**config.mk**
```make
export PLATFORM = sky130hd
export DESIGN_NAME = tbhu_front
export DESIGN_NICKNAME = d
export VERILOG_FILES = /design/src/rtl/core/tbhu_pkg.sv /design/src/rtl/core/tbhu_front.sv
export SDC_FILE = /design/constraint.sdc
export NUM_CORES = 1
export LEC_CHECK = 0
export BUFFER_PORTS_ARGS = -buffer_cell sky130_fd_sc_hd__buf_4
export CAP_MARGIN = 20
export CORE_MARGIN = 3
export CORE_UTILIZATION = 47
export CTS_BUF_LIST = sky130_fd_sc_hd__clkbuf_8
export DETAILED_ROUTE_END_ITERATION = 10
export PLACE_DENSITY = 0.85
export RECOVER_POWER = 25
export SLEW_MARGIN = 15
export SYNTH_ARGS = -nofsm -noshare
export SYNTH_HDL_FRONTEND = slang
export SYNTH_SLANG_ARGS = --single-unit
```
**constraint.sdc**
```tcl
create_clock -name clock -period 4.5 [get_ports clock]
set_clock_uncertainty 0.2 [all_clocks]
set_input_delay 0.45 -clock clock [delete_from_list [all_inputs] [get_ports clock]]
set_output_delay 0.45 -clock clock [all_outputs]
set_load 0.05 [all_outputs]
```
**src/rtl/core/tbhu_pkg.sv**
```systemverilog
package tbhu_pkg;

   localparam int GRID_SIZE = 1024;
   localparam int CELL_W    = 10;
   localparam int POS_W     = 19;
   localparam int SQ_W      = 2 * POS_W;
   localparam int D2_W      = SQ_W + 1;
   localparam int REM_W     = D2_W + 1;
   localparam int FRAC_W    = 16;
   localparam int WEIGHT_W  = 31;
   localparam int HEIGHT_W  = 32;
   localparam int CSR_IDX_W = 3;
   localparam int CSR_DAT_W = 32;
   localparam int DIV_STAGES = FRAC_W;
   localparam int SPAN_W    = 17;
   localparam logic [SPAN_W-1:0] GRID_MAX = SPAN_W'(GRID_SIZE - 1);

   localparam logic [CSR_IDX_W-1:0] CSR_CENTER_X   = 3'd0;
   localparam logic [CSR_IDX_W-1:0] CSR_CENTER_Y   = 3'd1;
   localparam logic [CSR_IDX_W-1:0] CSR_OUTER_R    = 3'd2;
   localparam logic [CSR_IDX_W-1:0] CSR_INNER_R    = 3'd3;
   localparam logic [CSR_IDX_W-1:0] CSR_WEIGHT     = 3'd4;
   localparam logic [CSR_IDX_W-1:0] CSR_MODE       = 3'd5;
   localparam logic [CSR_IDX_W-1:0] CSR_AVG_HEIGHT = 3'd6;

   localparam logic [2:0] MODE_RAISE   = 3'd0;
   localparam logic [2:0] MODE_LOWER   = 3'd1;
   localparam logic [2:0] MODE_FLATTEN = 3'd2;
   localparam logic [2:0] MODE_SMOOTH  = 3'd3;

   typedef struct packed {
      logic [CELL_W-1:0]          cell_x;
      logic [CELL_W-1:0]          cell_y;
      logic signed [HEIGHT_W-1:0] current_height;
   } req_type;

   typedef struct packed {
      logic signed [HEIGHT_W-1:0] result_height;
      logic                       in_area;
      logic                       bad_mode;
   } rsp_type;

   typedef struct packed {
      logic [POS_W-1:0]           center_x;
      logic [POS_W-1:0]           center_y;
      logic [POS_W-1:0]           outer_radius;
      logic [POS_W-1:0]           inner_radius;
      logic [WEIGHT_W-1:0]        brush_weight;
      logic [2:0]                 brush_mode;
      logic signed [HEIGHT_W-1:0] target_height;
   } cfg_type;

   // classified cell handed from front to back
   typedef struct packed {
      logic signed [HEIGHT_W-1:0] current_height;
      logic                       in_area;
      logic [POS_W-1:0]           dx;
      logic [POS_W-1:0]           dy;
   } item_type;

endpackage

```
**src/rtl/core/tbhu_front.sv**
```systemverilog
module tbhu_front (
   input  logic               clock,
   input  logic               reset,
   input  logic               in_valid,
   input  tbhu_pkg::req_type  in_req,
   input  tbhu_pkg::cfg_type  cfg,
   output logic               out_valid,
   output tbhu_pkg::item_type out_item
);

   logic [tbhu_pkg::SPAN_W-1:0] left, right, top, bottom;
   logic [tbhu_pkg::SPAN_W-1:0] cx_s, cy_s, hi_x, hi_y;
   logic [tbhu_pkg::POS_W:0]    sum_x, sum_y;
   logic [tbhu_pkg::POS_W-1:0]  px, py;
   logic                        area;
   logic                        valid_ff;
   tbhu_pkg::item_type          item_ff, item_in;

   always_comb begin
      sum_x = {1'b0, cfg.center_x} + {1'b0, cfg.outer_radius};
      sum_y = {1'b0, cfg.center_y} + {1'b0, cfg.outer_radius};
      hi_x  = tbhu_pkg::SPAN_W'(sum_x[tbhu_pkg::POS_W:8]);
      hi_y  = tbhu_pkg::SPAN_W'(sum_y[tbhu_pkg::POS_W:8]);
      cx_s  = (cfg.center_x >= cfg.outer_radius) ?
              tbhu_pkg::SPAN_W'(((cfg.center_x - cfg.outer_radius) >> 8)) : '0;
      cy_s  = (cfg.center_y >= cfg.outer_radius) ?
              tbhu_pkg::SPAN_W'(((cfg.center_y - cfg.outer_radius) >> 8)) : '0;
      left   = cx_s;
      top    = cy_s;
      right  = (hi_x > tbhu_pkg::GRID_MAX) ? tbhu_pkg::GRID_MAX : hi_x;
      bottom = (hi_y > tbhu_pkg::GRID_MAX) ? tbhu_pkg::GRID_MAX : hi_y;
      area = (tbhu_pkg::SPAN_W'(in_req.cell_x) >= left)
          && (tbhu_pkg::SPAN_W'(in_req.cell_x) <= right)
          && (tbhu_pkg::SPAN_W'(in_req.cell_y) >= top)
          && (tbhu_pkg::SPAN_W'(in_req.cell_y) <= bottom);
      px = {1'b0, in_req.cell_x, 8'd0};
      py = {1'b0, in_req.cell_y, 8'd0};
      item_in.current_height = in_req.current_height;
      item_in.in_area        = area;
      item_in.dx = (px >= cfg.center_x) ? px - cfg.center_x : cfg.center_x - px;
      item_in.dy = (py >= cfg.center_y) ? py - cfg.center_y : cfg.center_y - py;
   end

   always_ff @(posedge clock) begin
      if (reset) begin
         valid_ff <= 1'b0;
      end else begin
         valid_ff <= in_valid;
      end
      item_ff <= item_in;
   end

   assign out_valid = valid_ff;
   assign out_item  = item_ff;

endmodule

```
Word-level counts from Yosys, hierarchy flattened
Index checks and enable logic that the tools add are counted. Widths: inputs -> output; s select.

$add $sub $neg: 8. $lt $le $gt $ge: 10. Muxes and demuxes: 6. Reductions and logical operators: 3.

Operators by type and width (number): $add 19x19->20 (2); $ge 18x19->1 (2); $ge 19x19->1 (2); $mux 19 (2); $sub 18x19->19 (2); $sub 19x18->19 (2); $sub 19x19->19 (2); $gt 12x10->1 const B (2); $le 10x12->1 (2); $mux 12 (2); $ge 10x11->1 (2); $mux 11 (2); $logic_and 1x1->1 (3).

Bits in registers: 72. Input port bits: 197. Output and inout port bits: 72. Word-level logic and storage cells: 32.

Depth between registers and ports, before layout
Word-level depth: 7. Depth in mapped cells: 20. Mapped depth without buffers: 19.

Worst setup path after synthesis
OpenSTA, ideal clock, no wires.

Path type: input port to flip-flop. Start point: in cfg[92] in the netlist's numbering. End point: reg item_ff, in the netlist out_item[38]. Library setup time: 0.112 ns. Data arrival time: 4.150 ns. Data required time: 4.188 ns. Setup slack: 0.038 ns. Stages on the path: 19. Buffers on the path: 1. Cells stage by stage: inv_1 -> ha_1 -> nor2_1 -> a211oi_1 -> a31oi_1 -> a221oi_4 -> o21ai_2 -> a221o_1 -> a221o_1 -> buf_2 -> nor2_1 -> ha_1 -> a2111oi_0 -> a211oi_1 -> a2111oi_0 -> o22ai_1 -> a21oi_1 -> nand3_1 -> a2111oi_1.

Cells in the longest elaborated chain, start to end: 7. Elaborated cells on any way between the ends: 19. Classes of those cells: add/sub (4); order compare (8); mux (4); reduce/logical (3).

Ends and longest elaborated chain: start: declaration (RTL line tbhu_front.sv:6) `input tbhu_pkg::cfg_type cfg,`; $add 19x19->20 (RTL line tbhu_front.sv:20) `sum_x = {1'b0, cfg.center_x} + {1'b0, cfg.outer_radius};`; $gt 12x10->1 (RTL line tbhu_front.sv:30) `right = (hi_x > tbhu_pkg::GRID_MAX) ? tbhu_pkg::GRID_MAX : hi_x;`; $mux 12 (RTL line tbhu_front.sv:30); $le 10x12->1 (RTL line tbhu_front.sv:33) `&& (tbhu_pkg::SPAN_W'(in_req.cell_x) <= right)`; $logic_and 1x1->1 (RTL line tbhu_front.sv:33); $logic_and 1x1->1 (RTL line tbhu_front.sv:34) `&& (tbhu_pkg::SPAN_W'(in_req.cell_y) >= top)`; $logic_and 1x1->1 (*) (RTL line tbhu_front.sv:35) `&& (tbhu_pkg::SPAN_W'(in_req.cell_y) <= bottom);`; via area (RTL line tbhu_front.sv:15) `logic area;`; end signal: assignment (RTL line tbhu_front.sv:50) `item_ff <= item_in;`; end: declaration (RTL line tbhu_front.sv:17) `tbhu_pkg::item_type item_ff, item_in;`.

The timed path passes the listed nets; every way through them passes the cells marked *. A chain may end at the register's enable or synchronous reset.

Final worst setup path
Ends and elaborated chain as after synthesis.

==> results <==
- The transition time at the pin with the least slew margin is 0.6569 ns.
- Detailed routing inserted a total of 7,447 vias.
- The minimum period implied by the final worst setup slack is 4.323 ns.
- The count of different cell masters after synthesis is 67.
- The total design power is 2.695 mW.
- In this run the worst setup path terminates at out_item[38].
- The proportion of layout cells with a drive suffix above 1 is 0.2534.
- The share of synthesized area in the top cell type comes to 0.2715.
- The count of endpoints failing hold in the final timing report was 0.
- The final layout contains routed wiring with a total length of 21,040 um.
- The max-slew violation count was 0.
- Based on the critical path, the design can be clocked at up to 231.3 MHz.
- In the routed layout, each cell is associated on average with a via count of 5.460.
- The worst vdd rail ir drop is 0.1460 mV.
- The share of total power in combinational logic is 0.530.
- The synthesized design contains 0 enable-type register cells.
- The portion of total power attributed to sequential cells is 0.277.
- The net count of the finished layout is 1,532.
- The number of I/O port buffers is 183.
- The average size of a mapped cell is 8.173 um^2.
- The clock network power share is 0.192.
- By startpoint and endpoint, the worst setup path is classified as in2reg.
- The synthesized net count is 1,248.
- The maximum fanout count along the critical path is 6.
- In this run the worst hold path is classified as in2reg.
- The total core area is 14,860 um^2.
- The analysis attributes to cell leakage a power of 4.986 nW.
- The arrival time of data at the critical path endpoint is 4.39 ns.
- The async set-or-reset flop fraction in the synthesized netlist is 0.
- At the end of routability-driven placement, the weighted congestion stood at 0.8903.
- The width of the chip is 130.5 um.
- The library cell occupying the most area in the post-synthesis netlist is ha_1.
- In the final routed layout, each cell accounts on average for 15.42 um.
- During I/O placement, the number of pins put on the boundary was 269.
- The sequential share of the synthesized area is 0.1979.
- The flop and latch count out of synthesis is 72.
- The worst pin sits at a relative slew slack of 0.5583.
- The number of placement rows is 44.
- The overall die area is 17,020 um^2.
- The buffer levels on the longest clock path is 2.
- For this run, design rule violations remaining after detail routing come to 0.
- The CTS tree is done.
- The total overflow left after global routing is 0.
- The number of antenna violations at the first check in global routing is 0.
- The most common flop cell mapped by yosys is dfxtp_1.
- For this run, the share of the core covered by cells in the final layout is 0.6692.
- The run finished with clean final reports.
- The switching power summed over all nets is 1.137 mW.
- The wire length of the first global-routing pass is 32,570 um.
- CTS built an H-tree with a depth of 3.
- The final cell count without fillers is 1,364.
- Tracing the worst setup path back leads to its startpoint at cfg[92].
- Detailed placement finished with a half-perimeter wire length of 17,040 um.
- The clock root buffer is clkbuf_8.
- The antenna cell count is 0.
- The total of endpoints with negative setup slack in the final report is 0.
- The total of warnings raised by yosys is 0.
- After clock tree synthesis, the clock-pin slew on the worst setup and hold paths is 0.10 ns.
- The ratio of total power to cell area is 270.9 nW/um^2.
- Compared with the post-synthesis result, the final layout area differs by 36.60%.
- Max-cap violations in this run came to 0.
- At the worst endpoint, the required time is 4.57 ns.
- STA classifies the critical path endpoint as a register.
- The worst setup path is launched from a primary input.
- From bottom edge to top edge, the die measures 130.5 um.
- The number of instances in the synthesized netlist is 891.
- Across every metal layer, demand over resource in global routing totals 0.2349.
- The layout has 1,185 filler cells.
- The sum of negative setup slack is 0 ns.
- The largest net degree at the start of global routing is 25.
- Yosys attributes the largest share of cell area to ha_1 27%, dfxtp_1 20%, inv_1 5.0%.
- The TritonCTS buffer count is 9.
- Once detail routing completed, the nets flagged for antenna violations numbered 0.
- The switching power as a share of total power is 0.4218.
- The first detailed-routing pass ran for 5 iterations.
- The CTS sink count is 72.
- The final critical-path share of the clock period is 0.9607.
- Including well taps, the total number of placed cells is 1,314.
- The internal portion of the total power is 1.558 mW.
- The initial DRC count is 479.
- The final worst hold slack is 0.04847 ns.
- For this configuration, the core starts out at a cell density of 0.4899.
- The summed instance area of the synthesized netlist is 7282 um^2.
- The via count of the first global-routing pass is 7,102.
==> kinds of logic (layout without fill, tap and decap cells) <==
logic type      after synthesis  after routing  share of synthesized area
buf+inv                     119            408                    0.06254
mux                           7              7                   0.009794
flops                        72             72                     0.1979
fa+ha+maj                   160            160                     0.2770
simple gates                237            237                     0.1608
compound gates              235            235                     0.2186
xor+xnor                     61             61                    0.07337
==> worst min path at each step <==
stage / from / endpoint / slack [ns] / depth (start not counted)
2_1_floorplan: cfg[104] / out_item[0] / 0.28 / 0
3_3_place_gp: in_req[19] / out_item[58] / 0.35 / 1
3_5_place_dp: in_req[2] / out_item[41] / 0.36 / 1
4_1_cts: reset / out_valid / 0.03 / 2
5_1_grt: reset / out_valid / 0.04 / 2
6_report: reset / out_valid / 0.05 / 2
==> cell type report <==
class	count	area, um^2	area share
multi-input cells	700	5431	0.5460
repair buffers	294	2280	0.2292
flip-flops and latches	72	1441	0.1449
inverters	98	367.9	0.03698
well taps	184	230.2	0.02314
clock buffers	9	123.9	0.01245
clock inverters	7	72.57	0.007296
==> power by group through the flow <==
| stage | clock network (mW) | logic, mW | registers [mW] |
|---|---|---|---|
| global route | 0.553 | 1.55 | 0.753 |
| global placement | 0 | 1.35 | 0.758 |
| finish | 0.518 | 1.43 | 0.747 |
| floorplan | 0 | 0.605 | 1.06 |
| detailed placement | 0 | 1.38 | 0.761 |
| CTS | 0.534 | 1.41 | 0.747 |
==> flip-flops by register name (all words and copies together) (netlist names) <==
name and flops:
out_item 71, out_valid 1
==> placed cells by master, fill, tap and decap left out, drive strengths merged, types with 8 or more instances in the layout <==
cell | synthesis | layout
a211oi | 8 | 8
a21o | 16 | 16
a21oi | 69 | 69
a31oi | 14 | 14
buf | 5 | 227
clkbuf | 16 | 44
dfxtp | 72 | 72
dlygate4sd3 | 0 | 32
ha | 158 | 158
inv | 98 | 100
nand2 | 51 | 51
nand2b | 19 | 19
nand3 | 14 | 14
nand4 | 17 | 17
nor2 | 73 | 73
nor2b | 13 | 13
nor3 | 16 | 16
o211ai | 11 | 11
o21ai | 40 | 40
o21bai | 18 | 18
o31ai | 12 | 12
xnor2 | 38 | 38
xor2 | 23 | 23
==> cell usage after synthesis (3+ instances only) <==
master,number
nand4_1,17
a21boi_0,3
xnor2_1,38
o41ai_1,3
inv_1,97
nor2b_1,13
a21oi_1,69
ha_1,158
nand2b_1,19
a31oi_1,14
dfxtp_1,72
nor2_1,73
and2_1,5
or3_1,4
and3_1,7
a2111oi_0,4
a211oi_1,8
mux2i_1,6
o21ai_1,14
nor3b_1,3
a311oi_1,4
nor3_1,14
nor4_1,6
o21a_1,7
buf_2,4
nand3_1,14
o2111ai_1,3
o31ai_1,11
a21o_1,16
nand2_1,51
o21ai_0,25
o21bai_1,17
o211ai_1,11
a221o_1,4
clkbuf_1,16
xor2_1,23
==> critical path, stage by stage <==
cell and delay (ns):
buf_4 0.11, inv_1 0.05, ha_1 0.32, nor2_1 0.06
a211oi_1 0.23, a31oi_1 0.13, a221oi_4 0.30, o21ai_2 0.10
a221o_1 0.34, a221o_1 0.37, buf_4 0.18, nor2_1 0.11
ha_1 0.24, nor2b_1 0.14, o211ai_1 0.17, a211oi_1 0.15
a2111oi_2 0.26, o22ai_1 0.11, a21oi_1 0.20, nand3_1 0.15
a2111oi_2 0.23
==> repair_timing <==
action                                  4_1_cts  5_1_grt
gates resized for setup                       1        9
gates cloned                                  0        0
endpoints found under the setup margin        1        1
hold endpoints to repair                     32        0
setup buffers                                 0        2
pin swaps                                     1       11
hold buffers                                 32        0
==> layer usage <==
metal  up-vias  GRT usage  share of wire
met5         -          0              0
met4         0    0.06110          0.017
met3        31    0.04512          0.066
met2       274     0.4146           0.48
met1      3444     0.2941           0.44
li1       3698          -              -
==> metrics by stage <==
stage | setup WS [ns] | instance area, um^2
floorplan | 0.03830 | 7282
global placement | -0.2329 | 9376
detailed placement | -0.4658 | 9376
CTS | 0.005466 | 9894
global route | -0.01726 | 9947
finish | 0.1770 | 9947
No activity file was read; power rests on OpenSTA's default activity.
