`config.mk`:
```
export PLATFORM = sky130hd
export DESIGN_NAME = tbhu_queue
export DESIGN_NICKNAME = d
export VERILOG_FILES = /design/src/rtl/core/tbhu_pkg.sv /design/src/rtl/core/tbhu_queue.sv
export SDC_FILE = /design/constraint.sdc
export NUM_CORES = 1
export LEC_CHECK = 0
export ABC_AREA = 1
export BUFFER_PORTS_ARGS = -buffer_cell sky130_fd_sc_hd__buf_2
export CAP_MARGIN = 25
export CORE_MARGIN = 2
export CORE_UTILIZATION = 29
export DETAILED_ROUTE_END_ITERATION = 8
export GPL_TIMING_DRIVEN = 0
export HOLD_SLACK_MARGIN = 0.06
export SLEW_MARGIN = 20
export SYNTH_ARGS = -nofsm -noshare
export SYNTH_HDL_FRONTEND = slang
export SYNTH_SLANG_ARGS = --single-unit
export TNS_END_PERCENT = 50
```
`constraint.sdc`:
```
create_clock -name clock -period 6.9 [get_ports clock]
set_clock_uncertainty 0.05 [all_clocks]
set_input_delay 2.07 -clock clock [delete_from_list [all_inputs] [get_ports clock]]
set_output_delay 2.07 -clock clock [all_outputs]
set_load 0.05 [all_outputs]
```
`src/rtl/core/tbhu_pkg.sv`:
```
package tbhu_pkg;

   localparam int GRID_SIZE = 1024;
   localparam int CELL_W    = 10;
   localparam int POS_W     = 19;
   localparam int SQ_W      = 2 * POS_W;
   localparam int D2_W      = SQ_W + 1;
   localparam int REM_W     = D2_W + 1;
   localparam int FRAC_W    = 16;
   localparam int WEIGHT_W  = 31;
   localparam int HEIGHT_W  = 32;
   localparam int CSR_IDX_W = 3;
   localparam int CSR_DAT_W = 32;
   localparam int DIV_STAGES = FRAC_W;
   localparam int SPAN_W    = 17;
   localparam logic [SPAN_W-1:0] GRID_MAX = SPAN_W'(GRID_SIZE - 1);

   localparam logic [CSR_IDX_W-1:0] CSR_CENTER_X   = 3'd0;
   localparam logic [CSR_IDX_W-1:0] CSR_CENTER_Y   = 3'd1;
   localparam logic [CSR_IDX_W-1:0] CSR_OUTER_R    = 3'd2;
   localparam logic [CSR_IDX_W-1:0] CSR_INNER_R    = 3'd3;
   localparam logic [CSR_IDX_W-1:0] CSR_WEIGHT     = 3'd4;
   localparam logic [CSR_IDX_W-1:0] CSR_MODE       = 3'd5;
   localparam logic [CSR_IDX_W-1:0] CSR_AVG_HEIGHT = 3'd6;

   localparam logic [2:0] MODE_RAISE   = 3'd0;
   localparam logic [2:0] MODE_LOWER   = 3'd1;
   localparam logic [2:0] MODE_FLATTEN = 3'd2;
   localparam logic [2:0] MODE_SMOOTH  = 3'd3;

   typedef struct packed {
      logic [CELL_W-1:0]          cell_x;
      logic [CELL_W-1:0]          cell_y;
      logic signed [HEIGHT_W-1:0] current_height;
   } req_type;

   typedef struct packed {
      logic signed [HEIGHT_W-1:0] result_height;
      logic                       in_area;
      logic                       bad_mode;
   } rsp_type;

   typedef struct packed {
      logic [POS_W-1:0]           center_x;
      logic [POS_W-1:0]           center_y;
      logic [POS_W-1:0]           outer_radius;
      logic [POS_W-1:0]           inner_radius;
      logic [WEIGHT_W-1:0]        brush_weight;
      logic [2:0]                 brush_mode;
      logic signed [HEIGHT_W-1:0] target_height;
   } cfg_type;

   // classified cell handed from front to back
   typedef struct packed {
      logic signed [HEIGHT_W-1:0] current_height;
      logic                       in_area;
      logic [POS_W-1:0]           dx;
      logic [POS_W-1:0]           dy;
   } item_type;

endpackage

```
`src/rtl/core/tbhu_queue.sv`:
```
module tbhu_queue (
   input  logic               clock,
   input  logic               reset,
   input  logic               push,
   input  tbhu_pkg::item_type push_item,
   input  logic               pop,
   output logic               not_empty,
   output logic               full,
   output tbhu_pkg::item_type head
);

   tbhu_pkg::item_type slot_ff [2];
   logic       wr_ptr_ff, rd_ptr_ff;
   logic [1:0] count_ff, count_in;
   logic       do_pop, do_push;

   always_comb begin
      do_pop   = pop && (count_ff != 2'd0);
      do_push  = push && (count_ff != 2'd2);
      count_in = count_ff + {1'b0, do_push} - {1'b0, do_pop};
   end

   always_ff @(posedge clock) begin
      if (reset) begin
         wr_ptr_ff <= 1'b0;
         rd_ptr_ff <= 1'b0;
         count_ff  <= 2'd0;
      end else begin
         if (do_push) wr_ptr_ff <= ~wr_ptr_ff;
         if (do_pop)  rd_ptr_ff <= ~rd_ptr_ff;
         count_ff <= count_in;
      end
      if (do_push) slot_ff[wr_ptr_ff] <= push_item;
   end

   assign not_empty = (count_ff != 2'd0);
   assign full      = (count_ff == 2'd2);
   assign head      = slot_ff[rd_ptr_ff];

endmodule

```
== Word level (Yosys, flattened, before mapping) ==
Memories as Yosys holds them, arrays and structs flattened. A register that Yosys moved wholly into a read port is not among the register bits.
Cells that the tools add are included.

* ROM bits: 0
* Bits in latches: 0
* Flip-flop bits (word level): 4
* Bits of input ports: 75
* Memories kept: 1
* Bits in writable memories: 142

* Mux-type cells: 4
* Multipliers: 0
* Divide/modulo/power cells: 0
* Add/sub/neg operators: 2
* Equal/unequal tests: 2
* Shift operators: 0
* Order comparisons: 0
* Bitwise operators: 2
* Reduce and logical (&&, ||, !) cells: 3

{| class="wikitable"
|+ Memory list
! memory !! depth !! width !! rd ports !! clocked after memory_dff !! write ports !! line !! RTL
|-
| slot_ff || 2 || 71 || 1 || 1 || 1 || tbhu_queue.sv:12 || <nowiki>tbhu_pkg::item_type slot_ff [2];</nowiki>
|}

{| class="wikitable"
|+ Operators by type and width
! cell !! number
|-
| 1-bit two-way mux || 4
|-
| 2-bit by 1-bit adder with 2-bit output || 1
|-
| 2-bit == test, second input constant || 1
|-
| 1-bit logical AND || 2
|-
| 2-bit inequality test, second input constant || 1
|-
| 1-bit inverter || 2
|-
| 2-bit nonzero test || 1
|-
| 2-bit by 1-bit subtractor with 2-bit output || 1
|}

== Logic depth before layout (Yosys ltp) ==
Gate-level depths: netlist of the first run.

* Word-level depth: 4
* Depth in mapped cells: 11

== Least setup slack after synthesis of the first run ==
No wires, ideal clock.

* Path type: input -> register
* From: in push
* To: mem slot_ff[0][0] (netlist bit), enable pin
* Data required time: 6.350 ns
* Buffers on the path: 0
* Stages: 2
* Data arrival time: 5.103 ns
* Setup time: 0.500 ns
* Path slack: 1.247 ns
* Path through: nand2_1 -> nor2_1

* Word-level cells in the longest chain between the ends: 3

{| class="wikitable"
|+ RTL lines
! element !! line !! RTL
|-
| from (decl) || tbhu_queue.sv:4 || <nowiki>input logic push,</nowiki>
|-
| 1-bit logical AND || tbhu_queue.sv:19 || <nowiki>do_push = push && (count_ff != 2'd2);</nowiki>
|-
| 1-bit two-way mux || tbhu_queue.sv:33 || <nowiki>if (do_push) slot_ff[wr_ptr_ff] <= push_item;</nowiki>
|-
| 1-bit two-way mux (implied by the code) || tbhu_queue.sv:33 ||
|-
| to (decl) || tbhu_queue.sv:12 ||
|}

No other way between the ends.

==> impl_metrics.json, run 1 <==
{
  "run_status": "completed",
  "fmax_mhz": 265,
  "fp.dieW_um": 145,
  "fillerInstances": 1847,
  "die_area_sq_um": 20900,
  "drt-wirelength-per-cell_um": 15.2,
  "cell_count_after_synthesis": 260,
  "relSlewSlack": 0.667,
  "insertion_delay_ns": 0.42,
  "critical_path.reg2reg.startpoint": "count_ff[0]",
  "top_level_ports": 148,
  "cts_buffer_depth": 2,
  "setup.worst_path.start_class": "register",
  "groute.usage.overall": 0.107,
  "fp-row-count": 51,
  "route.final.wire_length_um": 10800,
  "timing.final.setup_violations": 0,
  "clock_sinks": 147,
  "power.total_mw": 3.18,
  "grt_antenna_before_repair": 2,
  "cts.repair_timing.setup_buffer_count": 0,
  "syn-cell-area_sq_um": 5730,
  "worstMarginPinSlew_ns": 0.498,
  "place.gp.congestion": 0.686,
  "crit_end_element": "primary output",
  "cp_data_required_time_ns": 4.78,
  "drt_iter0_markers": 116,
  "synth_seq_cells": 147,
  "fin_nets": 507,
  "io_buffers": 147,
  "worst_ir_drop_vdd_v": 0.000254,
  "grt_start_max_net_pins": 52,
  "final_core_utilization": 0.384,
  "ys_seq_area_frac": 0.762,
  "synth.lib_cells_used.distinct": 12,
  "drc_violations_left": 0,
  "final.period_utilization": 0.547,
  "via_count_of_the_first_global_routing_pass": 3065,
  "place.detailed.hpwl_um": 7550,
  "post_cts.resized_instances": 0,
  "final_cell_area_sq_um": 7460,
  "drt.antenna.violating_nets": 0,
  "clock_tree_from_tritoncts": "done",
  "ctsHoldBuffers": 0,
  "grt_first_pass_wirelength_um": 16300,
  "detailroute.via_count": 2873,
  "placement.cell_area_sq_um": 6910,
  "syn-mean-instance-area_sq_um": 22.0,
  "numCtsBuffers": 17,
  "power-per-cell-area_nw_per_um2": 427,
  "total_global_routing_overflow": 0,
  "holdCritPathClass": "register to register",
  "start_util": 0.295,
  "rsz0062_at_grt": "no",
  "critPathArrivalTime_ns": 1.65,
  "finalCriticalPeriod_ns": 3.77,
  "chipHeight_um": 145,
  "crit_path_max_fanout": 10,
  "synth-warning-count": 0,
  "hold_viol_final": 0,
  "timing.final.max_slew_violations": 0,
  "clkTransAtPathRegs_ns": 0.06,
  "core_area_sq_um": 19400,
  "area_growth_syn_to_layout_pct": 30.1,
  "ratio_of_routed_vias_to_standard_cells": 4.06,
  "cts_root_buffer": "clkbuf_16",
  "max_cap_viols": 0,
  "min_from": "rd_ptr_ff",
  "drtPass1Iterations": 4,
  "sequential_standard_cell_area_sq_um": 4360,
  "area_taken_by_multi_input_logic_gates_sq_um": 1180,
  "postSynthNetCount": 337,
  "diodes": 0,
  "ratio_of_cells_with_drive_above_1_in_the_final_layout": 0.579,
  "ctsHtreeMaxLevel": 4,
  "static-leakage-power_nw": 2.94,
  "class_of_the_most_critical_setup_path": "register to primary output"
}
[cells in the mapped netlist]
cell | instances | share of area
mux2_4 | 70 | 0.18
nand3_1 | 3 | 0.0026
buf_6 | 1 | 0.0020
dfxtp_1 | 5 | 0.017
inv_1 | 10 | 0.0066
a21oi_1 | 2 | 0.0017
nor2_1 | 9 | 0.0059
mux2_2 | 1 | 0.0020
nand2_1 | 8 | 0.0052
buf_12 | 7 | 0.024
ha_1 | 2 | 0.0044
edfxtp_1 | 142 | 0.74
[worst paths after layout]
kind,to,slack (ns),cells past startpoint
min,rd_ptr_ff,0.46,2
max,head[68],3.13,4
max reg2reg,count_ff[1],5.11,10
min reg2reg,rd_ptr_ff,0.46,2
[through the flow]
stage	hold WS, ns	setup WS [ns]	instances	setup TNS, ns
after global placement	0.438	-0.687	672	-48.33
after CTS	0.463	3.06	707	0
final	0.458	3.13	707	0
after floorplan	0.417	1.25	260	0
after detailed placement	0.444	3.49	676	0
after global routing	0.510	3.04	707	0
[area by class of cell]
type	count	area share
Clock buffer	17	0.0571
Sequential cell	147	0.585
Tap cell	265	0.0445
Clock inverter	14	0.0163
Inverter	10	0.00537
Buffer	8	0.0203
Timing Repair Buffer	151	0.112
Multi-Input combinational cell	95	0.159
[layout by cell type (no fill, tap or decap), types with 2 or more instances in the layout]
cell type,n
bufinv_16,2
clkinv_4,2
nor2_1,8
nand2_1,8
buf_16,3
edfxtp_1,142
ha_1,2
buf_2,147
inv_1,9
dfxtp_1,5
nand3_1,3
buf_12,8
mux2_4,70
clkinv_2,2
a21oi_1,2
clkbuf_16,17
clkinv_1,7
[power by group]
| part | leakage, nW | internal [mW] | switching (mW) | total, mW |
|---|---|---|---|---|
| sequential | 1.37 | 1.13 | 0.0336 | 1.17 |
| combinational | 1.31 | 0.398 | 0.764 | 1.16 |
| clock | 0.265 | 0.520 | 0.336 | 0.856 |
| total | 2.94 | 2.05 | 1.13 | 3.18 |
[state kept, by name (all words and copies together) (netlist names), named ones only]
| register | cells |
|---|---|
| count_ff | 2 |
| rd_ptr_ff | 1 |
| slot_ff | 142 |
| wr_ptr_ff | 1 |
[logic make-up after synthesis]
group | after synthesis | synth area share
adder cells (fa/ha/maj) | 2 | 0.00437
buffers and inverters | 18 | 0.0330
AO/OA/AOI/OAI | 2 | 0.00175
flip-flops | 147 | 0.762
AND/OR/NAND/NOR | 20 | 0.0138
multiplexers | 71 | 0.185
[per-layer routing]
metal  track usage  up-vias  wire, um
met5             0        -        27
met4        0.0526        4       234
met3        0.0427       18       785
met2         0.183       99      5520
met1         0.117     1413      4220
li1              -     1339         -
[critical path, stage by stage (launching register included)]
cell and delay (ns):
dfxtp_1 0.32, buf_6 0.21, buf_12 0.18, mux2_4 0.30, buf_2 0.22
(Power assumes the default switching activity.)
==> run 2: changes to the inputs <==
--- a/config.mk
+++ b/config.mk
@@ -5,7 +5,7 @@
 export SDC_FILE = /design/constraint.sdc
 export NUM_CORES = 1
 export LEC_CHECK = 0
-export ABC_AREA = 1
+export ABC_AREA = 0
 export BUFFER_PORTS_ARGS = -buffer_cell sky130_fd_sc_hd__buf_2
 export CAP_MARGIN = 25
 export CORE_MARGIN = 2
==> constraint.sdc (replaced) <==
create_clock -name clock -period 3.3 [get_ports clock]
set_clock_uncertainty 0.05 [all_clocks]
set_input_delay 0.99 -clock clock [delete_from_list [all_inputs] [get_ports clock]]
set_output_delay 0.99 -clock clock [all_outputs]
set_load 0.05 [all_outputs]
==> impl_metrics.json, run 2 <==
{
  "start_util": 0.297,
  "ys_seq_area_frac": 0.816,
  "final_cells": 659,
  "timing.final.max_slew_violations": 0,
  "cp_data_required_time_ns": 2.26,
  "cts_root_buffer": "clkbuf_16",
  "groute.usage.overall": 0.108,
  "drt_iter0_markers": 102,
  "critical_path.reg2reg.startpoint": "count_ff[0]",
  "synth-main-ff-cell": "edfxtp_1",
  "class_of_the_most_critical_setup_path": "register to primary output",
  "largest-register": "slot_ff",
  "place.detailed.hpwl_um": 6960,
  "chipHeight_um": 140,
  "finalCriticalPeriod_ns": 2.93,
  "hold-path-cell-count": 2,
  "reg2regPathDepth": 5,
  "syn-mean-instance-area_sq_um": 21.6,
  "cell_count_after_synthesis": 248,
  "drtPass1Iterations": 4,
  "power.total_mw": 6.83,
  "fp.dieW_um": 140,
  "worstMarginPinSlew_ns": 0.525,
  "drt.antenna.violating_nets": 0,
  "grt_use_met3": 0.0485,
  "clock_sinks": 147,
  "cpMostUsedCell": "buf_2",
  "ctsHoldBuffers": 0,
  "min_from": "wr_ptr_ff",
  "synth-warning-count": 0,
  "drc_violations_left": 0,
  "layout.cells.most_common": "buf_2",
  "met2_usage": 0.180,
  "final.period_utilization": 0.888,
  "hold_viol_final": 0,
  "most_repeated_cell_in_the_gate_level_netlist_after_synthesis": "edfxtp_1",
  "clock_tree_from_tritoncts": "done",
  "end_of_the_worst_hold_path": "wr_ptr_ff",
  "numCtsBuffers": 17,
  "insertion_delay_ns": 0.41,
  "route.final.wire_length_um": 10400,
  "top_usage_layer": "met2",
  "largest_regs": "slot_ff x142, count_ff x2",
  "area_growth_syn_to_layout_pct": 31.8,
  "ratio_of_cells_with_drive_above_1_in_the_final_layout": 0.613,
  "ratio_of_routed_vias_to_standard_cells": 4.22,
  "most_area_hungry_cell_type_in_the_yosys_netlist": "edfxtp_1",
  "top_level_ports": 148,
  "holdWs_ns": 0.440,
  "rsz0062_at_grt": "no",
  "grt_util_met1": 0.123,
  "place.gp.congestion": 0.709,
  "grt_first_pass_wirelength_um": 16000,
  "ffs_w_async_s_r_synth": 0,
  "most_area_consuming_cells_after_synthesis": "edfxtp_1 80%, mux2_2 15%, dfxtp_1 1.9%",
  "power-per-cell-area_nw_per_um2": 969,
  "leading_cell_types_in_the_layout_fill_and_taps_excluded": "151 x buf_2, 142 x edfxtp_1, 71 x mux2_2, 17 x clkbuf_16, 5 x dfxtp_1",
  "holdCritPathClass": "register to register",
  "clkTransAtPathRegs_ns": 0.06,
  "post_synth_edffs": 142,
  "crit_path_max_fanout": 10,
  "ctsHtreeMaxLevel": 4,
  "path_buf_inv": 3,
  "post_cts.resized_instances": 0,
  "timing.final.setup_violations": 0,
  "number_of_flip_flops_under_the_largest_register_name": 142,
  "grt_antenna_before_repair": 2,
  "fmax_mhz": 341,
  "postSynthNetCount": 325,
  "critical-path-slowest-cell": "mux2_2",
  "critical_path.cell_chain": "buf_2 > buf_2 > mux2_2 > buf_2",
  "setup.worst_path.start_class": "register",
  "detailroute.via_count": 2780,
  "core_area_sq_um": 18000,
  "synth_top_area_frac": 0.797,
  "cts.repair_timing.setup_buffer_count": 0,
  "fp-row-count": 49,
  "relSlewSlack": 0.650,
  "synth.lib_cells_used.distinct": 22,
  "r2r-end": "slot_ff[0][65]",
  "cts_buffer_depth": 2,
  "syn-cell-area_sq_um": 5350,
  "crit_end_element": "primary output",
  "placed_instances": 626,
  "drt-wirelength-per-cell_um": 15.7,
  "worst_ir_drop_vdd_v": 0.000364,
  "synth_seq_cells": 147,
  "die_area_sq_um": 19600,
  "crit_path_max_incr_delay_ns": 0.37,
  "static-leakage-power_nw": 2.64,
  "path_delay_family": "buffers and inverters",
  "grt_start_max_net_pins": 40,
  "via_count_of_the_first_global_routing_pass": 3009,
  "run_status": "completed",
  "max_cap_viols": 0,
  "total_global_routing_overflow": 0,
  "io_buffers": 147,
  "reg2reg_slack_ns": 1.26,
  "post_synth_most_frequent_cells": "142 x edfxtp_1, 71 x mux2_2, 5 x dfxtp_1, 4 x buf_2, 4 x buf_4",
  "critPathArrivalTime_ns": 1.89,
  "fin_nets": 493
}
-- run 2: worst max path at each step --
| stage | end | cells past startpoint | from | slack (ns) |
|---|---|---|---|---|
| final | head[59] | 4 | register | 0.37 |
| after global routing | head[56] | 4 | register | 0.26 |
| after CTS | head[55] | 4 | register | 0.28 |
| after detailed placement | slot_ff[0][65] | 5 | push | 0.63 |
| after global placement | slot_ff[0][61] | 4 | push | -0.91 |
| after floorplan | slot_ff[0][0] | 3 | push | 0.06 |
-- run 2: worst register-to-register path: stages, from the launching register on --
cell,delay (ns)
dfxtp_1,0.37
nand2b_2,0.17
inv_2,0.05
or3_1,0.38
inv_4,0.37
buf_12,0.30
-- run 2: per-stage QoR --
stage	setup WS [ns]	TNS [ns]	cell area, sq um	utilization
4_1_cts	0.283	0	7050	0.391
3_3_place_gp	-0.915	-64.52	6370	0.354
3_5_place_dp	0.626	0	6420	0.356
5_1_grt	0.255	0	7050	0.391
2_1_floorplan	0.0552	0	5350	-
6_report	0.368	0	7050	0.391
-- run 2: report_power, final --
group / switching (mW) / internal, mW
Sequential: 0.0637 / 2.38
Clock: 0.747 / 1.27
Combinational: 1.71 / 0.657
Total: 2.53 / 4.30
-- run 2: layer usage --
metal | wire length [um] | up-vias
li1 | - | 1315
met1 | 4270 | 1363
met2 | 5240 | 87
met3 | 658 | 13
met4 | 179 | 2
met5 | 13 | -
-- run 2: final cells by class --
class	count	area, sq um
antenna	1	2.50
clock buffer	17	425
timing repair buffer	149	776
fill	1683	11000
tap	229	287
multi-input combinational	89	925
clock inverter	15	203
inverter	4	17.5
buffer	8	50.0
sequential	147	4360
-- run 2: logic make-up (layout without fill, tap and decap cells) --
kind of cell / after synthesis / in the layout / share of synthesized area
other: 0 / 1 / 0
muxes: 71 / 71 / 0.149
buffers and inverters: 12 / 193 / 0.0122
xor gates and xnor gates: 2 / 2 / 0.00327
AOI/OAI and AO/OA: 3 / 3 / 0.00327
adders and majority gates: 2 / 2 / 0.00468
DFF: 147 / 147 / 0.816
and+or+nand+nor: 11 / 11 / 0.0115
